--- config.mk ---
export PLATFORM = sky130hd
export DESIGN_NAME = tlpm_walk_ctrl
export DESIGN_NICKNAME = d
export VERILOG_FILES = /design/src/hw/rtl/tlpm_pkg.sv /design/src/hw/rtl/tlpm_walk_ctrl.sv
export VERILOG_INCLUDE_DIRS = /design/src /design/src/hw/rtl
export SDC_FILE = /design/constraint.sdc
export NUM_CORES = 1
export LEC_CHECK = 0
export BUFFER_PORTS_ARGS = -buffer_cell sky130_fd_sc_hd__buf_2
export CORE_AREA = 2 2 221 223
export CTS_CLUSTER_DIAMETER = 200
export DETAILED_ROUTE_END_ITERATION = 12
export DIE_AREA = 0 0 223 225
export PLACE_DENSITY = 0.5
export SLEW_MARGIN = 20
export SYNTH_ARGS = -nofsm -noshare
export SYNTH_HDL_FRONTEND = slang
export SYNTH_SLANG_ARGS = --single-unit
--- constraint.sdc ---
create_clock -name clk -period 3.95 [get_ports clk]
set_input_delay 0.5925 -clock clk [delete_from_list [all_inputs] [get_ports clk]]
set_output_delay 0.5925 -clock clk [all_outputs]
set_load 0.1 [all_outputs]
--- src/hw/rtl/trie_longest_prefix_match_assert.svh ---
// ----------------------------------------------------------------------------
// trie_longest_prefix_match_assert.svh
// Assertion macros used by the trie lookup RTL (tlpm_walk_ctrl).
// ----------------------------------------------------------------------------
`ifndef TRIE_LONGEST_PREFIX_MATCH_ASSERT_SVH
`define TRIE_LONGEST_PREFIX_MATCH_ASSERT_SVH

// Same-cycle implication.
`define TLPM_ASSERT_NOW(label, clk, rst, ante, cons, msg) \
  label: assert property (@(posedge clk) disable iff (rst) (ante) |-> (cons)) \
    else $error(msg);

// Next-cycle implication.
`define TLPM_ASSERT_NEXT(label, clk, rst, ante, cons, msg) \
  label: assert property (@(posedge clk) disable iff (rst) (ante) |=> (cons)) \
    else $error(msg);

`endif

--- src/hw/rtl/tlpm_pkg.sv ---
// ----------------------------------------------------------------------------
// tlpm_pkg
// Types and defaults for the trie longest-prefix-match block.
// ----------------------------------------------------------------------------
`default_nettype none

package tlpm_pkg;

  localparam int NODES_DEF       = 1024;
  localparam int ALPHABET_DEF    = 26;
  localparam int MAX_KEY_LEN_DEF = 64;

  typedef enum logic [1:0] {
    ACT_INSERT = 2'd0,
    ACT_SEARCH = 2'd1,
    ACT_PREFIX = 2'd2
  } action_t;

  typedef enum logic [2:0] {
    ST_CLEAR,
    ST_IDLE,
    ST_WALK,
    ST_END_RD,
    ST_END_WB
  } state_t;

  typedef struct packed {
    logic [1:0] action;
    logic [4:0] letter;
    logic       last_letter;
  } key_item_t;

  typedef struct packed {
    logic [1:0] done_action;
    logic       found;
    logic [6:0] prefix_length;
    logic       pool_overflow;
  } res_item_t;

endpackage

`default_nettype wire

--- src/hw/rtl/tlpm_walk_ctrl.sv ---
// ----------------------------------------------------------------------------
// tlpm_walk_ctrl
// Per-letter walk sequencer: row read, child allocate / follow, word-end
// update at key end, result register and post-reset row clear.
// ----------------------------------------------------------------------------
`default_nettype none

`include "trie_longest_prefix_match_assert.svh"

module tlpm_walk_ctrl #(
  parameter int NODES       = tlpm_pkg::NODES_DEF,
  parameter int ALPHABET    = tlpm_pkg::ALPHABET_DEF,
  parameter int MAX_KEY_LEN = tlpm_pkg::MAX_KEY_LEN_DEF
) (
  input  wire logic                                        clk,
  input  wire logic                                        rst,
  input  wire logic                                        key_valid,
  output logic                                             key_stall,
  input  wire tlpm_pkg::key_item_t                         key_item,
  output logic                                             res_valid,
  input  wire logic                                        res_stall,
  output tlpm_pkg::res_item_t                              res_item,
  output logic                                             rd_en,
  output logic [$clog2(NODES)-1:0]                         rd_addr,
  input  wire logic [ALPHABET*$clog2(NODES):0]             rd_data,
  output logic                                             wr_en,
  output logic [$clog2(NODES)-1:0]                         wr_addr,
  output logic [ALPHABET*$clog2(NODES):0]                  wr_data
);

  import tlpm_pkg::*;

  localparam int NW    = $clog2(NODES);
  localparam int AW    = $clog2(ALPHABET);
  localparam int LW    = $clog2(MAX_KEY_LEN + 1);
  localparam int ROW_W = ALPHABET * NW + 1;
  localparam logic [LW-1:0] MAX_LW     = LW'(MAX_KEY_LEN);
  localparam logic [NW:0]   NODES_FULL = (NW+1)'(NODES);
  localparam logic [NW-1:0] LAST_ROW   = NW'(NODES - 1);

  state_t        state, state_next;
  action_t       key_action, key_action_next;
  logic [LW-1:0] letters_seen, letters_seen_next;
  logic [LW-1:0] best, best_next;
  logic          stopped, stopped_next;
  logic          failed, failed_next;
  logic          pend, pend_next;
  logic [NW-1:0] cur, cur_next;
  logic [NW:0]   next_free, next_free_next;
  logic [4:0]    letter, letter_next;
  logic          last, last_next;
  logic [NW-1:0] clr_addr, clr_addr_next;
  logic          res_valid_next;
  res_item_t     res_item_next;

  logic                         fresh;
  logic                         out_free;
  logic                         mark;
  logic [ALPHABET-1:0][NW-1:0]  kids;
  logic [ALPHABET-1:0][NW-1:0]  kids_wr;
  logic                         letter_ok;
  logic [AW-1:0]                slot;
  logic [NW-1:0]                child;
  logic                         hit;

  assign fresh     = (letters_seen == '0);
  assign out_free  = !res_valid || !res_stall;
  assign mark      = rd_data[ROW_W-1];
  assign kids      = rd_data[ROW_W-2:0];
  assign letter_ok = (32'(letter) < ALPHABET);
  assign slot      = AW'(letter);
  assign child     = letter_ok ? kids[slot] : '0;
  assign hit       = pend && mark;
  assign key_stall = (state != ST_IDLE);

  always_ff @(posedge clk) begin
    if (rst) begin
      state        <= ST_CLEAR;
      key_action   <= ACT_INSERT;
      letters_seen <= '0;
      best         <= '0;
      stopped      <= 1'b0;
      failed       <= 1'b0;
      pend         <= 1'b0;
      cur          <= '0;
      next_free    <= (NW+1)'(1);
      clr_addr     <= '0;
      res_valid    <= 1'b0;
    end else begin
      state        <= state_next;
      key_action   <= key_action_next;
      letters_seen <= letters_seen_next;
      best         <= best_next;
      stopped      <= stopped_next;
      failed       <= failed_next;
      pend         <= pend_next;
      cur          <= cur_next;
      next_free    <= next_free_next;
      clr_addr     <= clr_addr_next;
      res_valid    <= res_valid_next;
    end
  end

  always_ff @(posedge clk) begin
    letter   <= letter_next;
    last     <= last_next;
    res_item <= res_item_next;
  end

  always_comb begin
    state_next        = state;
    key_action_next   = key_action;
    letters_seen_next = letters_seen;
    best_next         = best;
    stopped_next      = stopped;
    failed_next       = failed;
    pend_next         = pend;
    cur_next          = cur;
    next_free_next    = next_free;
    letter_next       = letter;
    last_next         = last;
    clr_addr_next     = clr_addr;
    res_valid_next    = res_valid && res_stall;
    res_item_next     = res_item;
    rd_en             = 1'b0;
    rd_addr           = cur;
    wr_en             = 1'b0;
    wr_addr           = cur;
    kids_wr           = kids;
    wr_data           = rd_data;

    case (state)
      ST_CLEAR: begin
        wr_en         = 1'b1;
        wr_addr       = clr_addr;
        wr_data       = '0;
        clr_addr_next = NW'(clr_addr + 1'b1);
        if (clr_addr == LAST_ROW) begin
          state_next = ST_IDLE;
        end
      end

      ST_IDLE: begin
        if (key_valid) begin
          letter_next = key_item.letter;
          last_next   = key_item.last_letter;
          if (fresh) begin
            key_action_next = (key_item.action inside {ACT_INSERT, ACT_SEARCH, ACT_PREFIX})
                              ? action_t'(key_item.action) : ACT_SEARCH;
            stopped_next    = 1'b0;
            failed_next     = 1'b0;
            best_next       = '0;
            pend_next       = 1'b0;
            cur_next        = '0;
          end
          if (fresh || (letters_seen < MAX_LW && !stopped)) begin
            rd_en      = 1'b1;
            rd_addr    = fresh ? '0 : cur;
            state_next = ST_WALK;
          end else begin
            if (letters_seen < MAX_LW) begin
              letters_seen_next = LW'(letters_seen + 1'b1);
            end
            if (key_item.last_letter) begin
              state_next = ST_END_RD;
            end
          end
        end
      end

      ST_WALK: begin
        letters_seen_next = LW'(letters_seen + 1'b1);
        if (key_action == ACT_INSERT) begin
          if (!letter_ok) begin
            stopped_next = 1'b1;
          end else if (child == '0) begin
            if (next_free >= NODES_FULL) begin
              failed_next  = 1'b1;
              stopped_next = 1'b1;
            end else begin
              kids_wr[slot]  = next_free[NW-1:0];
              wr_en          = 1'b1;
              wr_addr        = cur;
              wr_data        = {mark, kids_wr};
              cur_next       = next_free[NW-1:0];
              next_free_next = (NW+1)'(next_free + 1'b1);
            end
          end else begin
            cur_next = child;
          end
        end else begin
          // deferred word-end check of the node entered on the previous letter
          if (hit) begin
            best_next = letters_seen;
          end
          if (child == '0) begin
            stopped_next = 1'b1;
            pend_next    = 1'b0;
          end else begin
            cur_next  = child;
            pend_next = 1'b1;
          end
        end
        state_next = last ? ST_END_RD : ST_IDLE;
      end

      ST_END_RD: begin
        rd_en      = 1'b1;
        rd_addr    = cur;
        state_next = ST_END_WB;
      end

      ST_END_WB: begin
        if (out_free) begin
          res_valid_next            = 1'b1;
          res_item_next.done_action = key_action;
          if (key_action == ACT_INSERT) begin
            res_item_next.found         = !stopped;
            res_item_next.prefix_length = '0;
            res_item_next.pool_overflow = failed;
            if (!stopped) begin
              wr_en   = 1'b1;
              wr_addr = cur;
              wr_data = {1'b1, kids};
            end
          end else begin
            res_item_next.found         = !stopped && mark;
            res_item_next.prefix_length = hit ? 7'(letters_seen) : 7'(best);
            res_item_next.pool_overflow = 1'b0;
          end
          letters_seen_next = '0;
          pend_next         = 1'b0;
          state_next        = ST_IDLE;
        end
      end

      default: begin
        state_next = ST_IDLE;
      end
    endcase
  end

  `TLPM_ASSERT_NOW(a_no_rw_overlap, clk, rst, rd_en, !wr_en,
                   "row read and write in the same cycle")
  `TLPM_ASSERT_NOW(a_free_bound, clk, rst, 1'b1, next_free <= NODES_FULL,
                   "free node counter past pool size")
  `TLPM_ASSERT_NOW(a_cur_allocated, clk, rst, 1'b1, (NW+1)'(cur) < next_free,
                   "current node not allocated")
  `TLPM_ASSERT_NEXT(a_key_close, clk, rst, state == ST_END_WB && out_free,
                    res_valid && letters_seen == '0 && state == ST_IDLE,
                    "key end did not post a result item")

endmodule

`default_nettype wire

==> run summary, run 1 <==
outcome - finished with violations
CP cell instances - buf_6 -> buf_12 -> buf_6 -> mux2i_4 -> o32ai_1 -> a211oi_4 -> o211ai_1 -> nor4_4 -> buf_4 -> nand3_4 -> or3_4 -> buf_12 -> o21ai_4 -> buf_12
vias - 14100
Met3 Wirelength - 5950 um
area delta synth->final - 142%
critical path capture point type - primary output
CTS tree - built
clk sink count - 71
Remaining Overflow, GRT - 0
Comb power frac - 20.6%
power per cell area - 92.0 nW/um^2
largest net degree at the start of global routing - 64
total routed wirelength - 74500 um
Design Area, Final - 21400 um^2
Avg Inst Size Synth - 6.62 um^2
period utilization - 114%
CP Launch Point - letter[0]
Die W - 223 um
slowest stage delay, CP - 0.38 ns
clk buf depth - 2
CTS Buf Count - 9
Syn Nets - 1615
crit path buf inv count - 6
number of buffers added on ports - 568
CP most frequent cell - buf_12
H-tree Lvls - 3
core area - 47500 um^2
worst hold path class - input pin to flop
Syn. warnings - 0
delay-heaviest family, CP - buffers and inverters
Sequential Power Share - 37.9%
VDD IR-drop max - 166 uV
Worst R2R Start - letter[0]
Net Sw Power - 0.601 mW
Rel. slew slack - 34.3%
M1 WL - 30200 um
worst-path maximum fanout - 44
Setup Viol. Count Final - 261
Leak - 7.97 nW
Clock Latency Late Sink - 0.35 ns
routed length on met2 - 35400 um
nets@finish - 2274
R2R cell count - 14
footprint of the multi-input gates - 9450 um^2
synth unique cells - 60
Die Height - 225 um
commonest cells after routing, fill and taps aside - nand2_1, buf_2, buf_12, o21ai_4, buf_4
Sequential Area - 1590 um^2
I/O pin total - 569
clock skew - 0.00809 ns
Max-Cap Viols - 0
DRC Markers - 0
mapped cell area - 8860 um^2
Top Metal Used - met5
ys flop type - dfxtp_1
Die ar. - 50200 um^2
vias in the first global route - 14400
CP Launch Type - flop
GP Congestion - 0.992
All-Layer GR Usage - 28.7%
ys async rst share - 0%
row count - 80
clock power share - 41.4%
synthesized flop and latch total - 71
initial antenna violation count - 11
Initial Utilization - 18.6%
min-delay src - key_item[5]
RSZ-0062 raised after global routing - yes
setup ws final - -0.564 ns
dpl cell area - 18400 um^2
number of synthesized flops with an enable pin - 17
most common cell after layout, fill and taps aside - nand2_1
switching power share of the total - 30.5%
Crit path required time - 3.36 ns
first-pass GRT wire length - 105000 um
Max Clk Rate - 0.222 GHz
failing checks - setup timing
wire per inst - 28.4 um
Hold Crit Depth - 1
number of max-slew violations in the final report - 0
final core occ - 45.1%
Via density - 5.37
FF-to-FF End - cur[8]
sequential cell area fraction in the yosys report - 18.0%
CP Depth - 14
Post-DRT Antenna Nets - 0
kind of critical path - flop to primary output
Worst-Margin Slew - 0.986 ns
Hold Vio Cnt, Final - 0
crit path DAT - 3.92 ns
router iterations before antenna repair - 6
Reg clk slew, reported paths - 0.06 ns
initial DRC count - 1050
Synth Instances - 1337
share of layout cells above drive strength 1 - 56.5%
end of the worst hold path - letter[4]
internal power - 1.37 mW
DP HPWL - 57200 um
Root Driver - clkbuf_16
CP max stage cell - a211oi_4
Worst R2R Setup Slack - 0.21 ns
fill count - 4525
crit path time final - 4.51 ns
==> flip-flops by register name, indices dropped and copies added, names as in the netlist <==
register / flops
res_valid: 1
failed: 1
letter: 5
letters_seen: 7
next_free: 11
state: 3
key_action: 2
stopped: 1
pend: 1
best: 7
cur: 10
res_item: 11
last: 1
clr_addr: 10
==> synth_stat cells, types with 10 or more instances <==
master / count / area, um^2
buf_1: 13 / 48.8
mux4_2: 36 / 811
a21oi_1: 41 / 205
edfxtp_1: 17 / 510
nand3_1: 30 / 150
dfxtp_1: 54 / 1080
nor2b_1: 20 / 125
o22ai_1: 10 / 62.6
buf_2: 16 / 80.1
clkbuf_1: 79 / 297
o21ai_0: 258 / 1290
mux2i_1: 58 / 581
a22oi_1: 27 / 203
o31ai_2: 10 / 125
nor3_1: 18 / 90.1
o31ai_1: 12 / 90.1
nor2_1: 64 / 240
inv_1: 23 / 86.3
and3_1: 16 / 100
nand4_1: 20 / 125
nand2_1: 389 / 1460
==> cell families after synthesis <==
group                      synth area share, %
buffers and inverters                     7.05
adders and majority gates                0.706
AOI/OAI and AO/OA                         26.3
and+or+nand+nor                           29.8
muxes                                     16.9
DFF                                       18.0
xor gates and xnor gates                  1.29
==> worst register-to-register path: stages (launching register included) <==
cell      delay (ns)
edfxtp_1        0.36
buf_6           0.12
buf_12          0.16
buf_6           0.19
mux2i_4         0.27
o32ai_1         0.14
a211oi_4        0.38
o211ai_1        0.23
buf_4           0.19
buf_4           0.12
buf_4           0.15
or4_1           0.49
nor2_1          0.34
a21boi_0        0.29
o22ai_1         0.23
==> layer usage <==
metal  track usage [%]  vias to the layer above
li1                  -                     6128
met1              35.7                     6929
met2              49.1                      835
met3              6.53                      182
met4              9.09                        6
met5                 0                        -
==> timing repair <==
| action | CTS | global route |
|---|---|---|
| setup endpoints to repair | 261 | 261 |
| resized for setup | 263 | 44 |
| gates cloned | 21 | 0 |
| hold endpoints to repair | 0 | 0 |
| hold buffers | 0 | 0 |
| buffers inserted | 45 | 16 |
| pin swaps | 165 | 36 |
==> area by class of cell <==
cell class,count,share of cell area [%]
antenna,8,0.0934
clock buffer,9,1.05
clock inverter,7,0.309
inverter,23,0.403
multi-input combinational,1124,44.1
sequential,71,7.43
tap,615,3.59
timing repair buffer,767,43.0
==> metrics by stage <==
| stage | total power [mW] | std cells | setup TNS, ns | hold slack, ns | worst slack, ns |
|---|---|---|---|---|---|
| final | 1.97 | 2624 | -103.39 | 0.435 | -0.564 |
| after global routing | 2.04 | 2622 | -136.97 | 0.424 | -0.667 |
| after CTS | 1.98 | 2612 | -106.32 | 0.427 | -0.516 |
| after detailed placement | 1.14 | 2531 | -72.00 | 0.483 | -0.398 |
| after global placement | 1.14 | 2531 | -68.78 | 0.479 | -0.382 |
| after floorplan | 0.873 | 1337 | -45.15 | 0.445 | -0.199 |
==> how the worst max path moves through the flow <==
stage | to | slack, ns
floorplan | wr_data[162] | -0.20
CTS | wr_data[242] | -0.52
global route | wr_data[84] | -0.67
global placement | wr_data[78] | -0.38
detailed placement | wr_data[78] | -0.40
finish | wr_data[81] | -0.56
==> power by group through the flow <==
stage	sequential (mW)	clock [mW]	combinational (mW)
after floorplan	0.763	0	0.111
after CTS	0.747	0.836	0.395
after detailed placement	0.764	0	0.377
final	0.748	0.817	0.406
after global routing	0.748	0.866	0.426
after global placement	0.764	0	0.374
(Power assumes the default switching activity.)
==> inputs of run 2 (changes only) <==
--- a/config.mk
+++ b/config.mk
@@ -7,10 +7,10 @@
 export NUM_CORES = 1
 export LEC_CHECK = 0
 export BUFFER_PORTS_ARGS = -buffer_cell sky130_fd_sc_hd__buf_2
-export CORE_AREA = 2 2 221 223
+export CORE_AREA = 2 2 218 220
 export CTS_CLUSTER_DIAMETER = 200
 export DETAILED_ROUTE_END_ITERATION = 12
-export DIE_AREA = 0 0 223 225
+export DIE_AREA = 0 0 220 222
 export PLACE_DENSITY = 0.5
 export SLEW_MARGIN = 20
 export SYNTH_ARGS = -nofsm -noshare
==> run summary, run 2 (synthesis gave the netlist of run 1 again) <==
outcome - finished with violations
failing checks - setup timing
RSZ-0062 raised after global routing - yes
vias in the first global route - 14200
Clock Latency Late Sink - 0.34 ns
Top Registers - next_free x11, res_item x11
fill count - 4230
most common cell after layout, fill and taps aside - nand2_1
Sequential Area - 1590 um^2
area delta synth->final - 144%
DP Cell Count - 2495
nets@finish - 2243
initial antenna violation count - 18
power per cell area - 93.9 nW/um^2
worst hold path class - input pin to flop
slowest stage delay, CP - 0.56 ns
setup TNS - -127.74 ns
Reg clk slew, reported paths - 0.06 ns
CTS tree - built
Via density - 5.44
CTS Buf Count - 9
Non-Filler Instances - 2588
setup ws final - -0.617 ns
share of layout cells above drive strength 1 - 56.0%
DP HPWL - 56800 um
All-Layer GR Usage - 29.3%
total power - 2.03 mW
Die ar. - 48800 um^2
row count - 79
Root Driver - clkbuf_16
Net Sw Power - 0.550 mW
clk sink count - 71
Setup Viol. Count Final - 261
Die W - 220 um
footprint of the multi-input gates - 9800 um^2
critical path capture point type - primary output
period utilization - 116%
clock skew - 0.0104 ns
Die Height - 222 um
DRC Markers - 0
vias - 14100
# hold bufs at CTS - 0
clock power share - 43.3%
Rel. slew slack - 33.8%
CP Launch Type - flop
initial DRC count - 994
Sequential Power Share - 36.9%
Crit path required time - 3.36 ns
CP max stage cell - mux4_2
Leak - 7.89 nW
largest net degree at the start of global routing - 67
Post-DRT Antenna Nets - 0
Max-Cap Viols - 0
internal power - 1.48 mW
total routed wirelength - 74500 um
worst-path maximum fanout - 7
CP cell instances - buf_12 -> buf_4 -> mux4_2 -> a221oi_4 -> nand4_1 -> nor3_4 -> buf_4 -> and3_4 -> buf_6 -> nand3_4 -> buf_12 -> buf_12 -> buf_16 -> o21ai_4 -> buf_12
Comb power frac - 19.8%
clk buf depth - 2
crit path DAT - 3.97 ns
number of buffers added on ports - 568
CP most frequent cell - buf_12
first-pass GRT wire length - 104000 um
H-tree Lvls - 3
I/O pin total - 569
kind of critical path - flop to primary output
Worst-Margin Slew - 0.993 ns
Initial Utilization - 19.1%
commonest cells after routing, fill and taps aside - nand2_1, buf_12, buf_2, o21ai_4, buf_4
VDD IR-drop max - 290 uV
wire per inst - 28.8 um
Remaining Overflow, GRT - 0
core area - 46300 um^2
number of max-slew violations in the final report - 0
Hold Vio Cnt, Final - 0
switching power share of the total - 27.1%
crit path time final - 4.57 ns
router iterations before antenna repair - 7
final core occ - 46.6%
Max Clk Rate - 0.219 GHz
GP Congestion - 0.974
-- run 2: cell types whose count changed in the layout (fill, tap and decap cells not counted), sizes merged --
cell,delta
buf,-32
bufinv,+2
diode,+3
clkinvlp,+2
clkinv,+2
inv,-6
clkbuf,+1
-- run 2: per-stage QoR --
stage / hold slack, ns / setup slack, ns / cell area (um^2)
after floorplan: 0.445 / -0.199 / 10100
after global placement: 0.480 / -0.464 / 18200
after detailed placement: 0.487 / -0.457 / 18200
after CTS: 0.424 / -0.555 / 21300
after global routing: 0.431 / -0.691 / 21600
final: 0.432 / -0.617 / 21600
-- run 2: power groups by stage --
| stage | clock (mW) | sequential (mW) | combinational (mW) |
|---|---|---|---|
| global placement | 0 | 0.764 | 0.369 |
| floorplan | 0 | 0.763 | 0.111 |
| finish | 0.877 | 0.748 | 0.402 |
| CTS | 0.887 | 0.748 | 0.385 |
| global route | 0.911 | 0.748 | 0.417 |
| detailed placement | 0 | 0.764 | 0.370 |
-- run 2: final timing paths --
path	start	to	slack, ns	depth (start not counted)
hold reg to reg	next_free[10]	next_free[10]	0.50	2
setup reg to reg	letter[0]	cur[5]	0.21	14
setup / recovery	letter[0]	wr_data[73]	-0.62	15
hold / removal	key_item[5]	letter[4]	0.43	1
-- run 2: critical path, delay by kind of cell (launching register included) --
family                 cells  cell delay, ns
AO/OA/AOI/OAI              2            0.55
buffers and inverters      8            1.23
flip-flops                 1            0.43
multiplexers               1            0.56
AND/OR/NAND/NOR            4            0.84
-- run 2: layout make-up --
cell class              count  area share, %
diodes                     11          0.128
multi-input cells        1124           45.4
clock inverters             7          0.452
flip-flops and latches     71           7.38
well taps                 607           3.52
clock buffers               9           1.04
inverters                  23          0.400
repair buffers            736           41.7
-- run 2: repair_timing --
action / in CTS / in global routing
setup buffers: 35 / 20
setup endpoints to repair: 263 / 261
pin swaps: 187 / 71
cloned: 21 / 1
resized for setup: 285 / 44
-- run 2: metal layers --
layer / global-route usage, % / up-vias / wire, um
met5: 0 / - / 78
met4: 12.6 / 12 / 3700
met3: 6.56 / 203 / 6140
met2: 48.4 / 848 / 35200
met1: 36.2 / 6939 / 29300
li1: - / 6064 / -
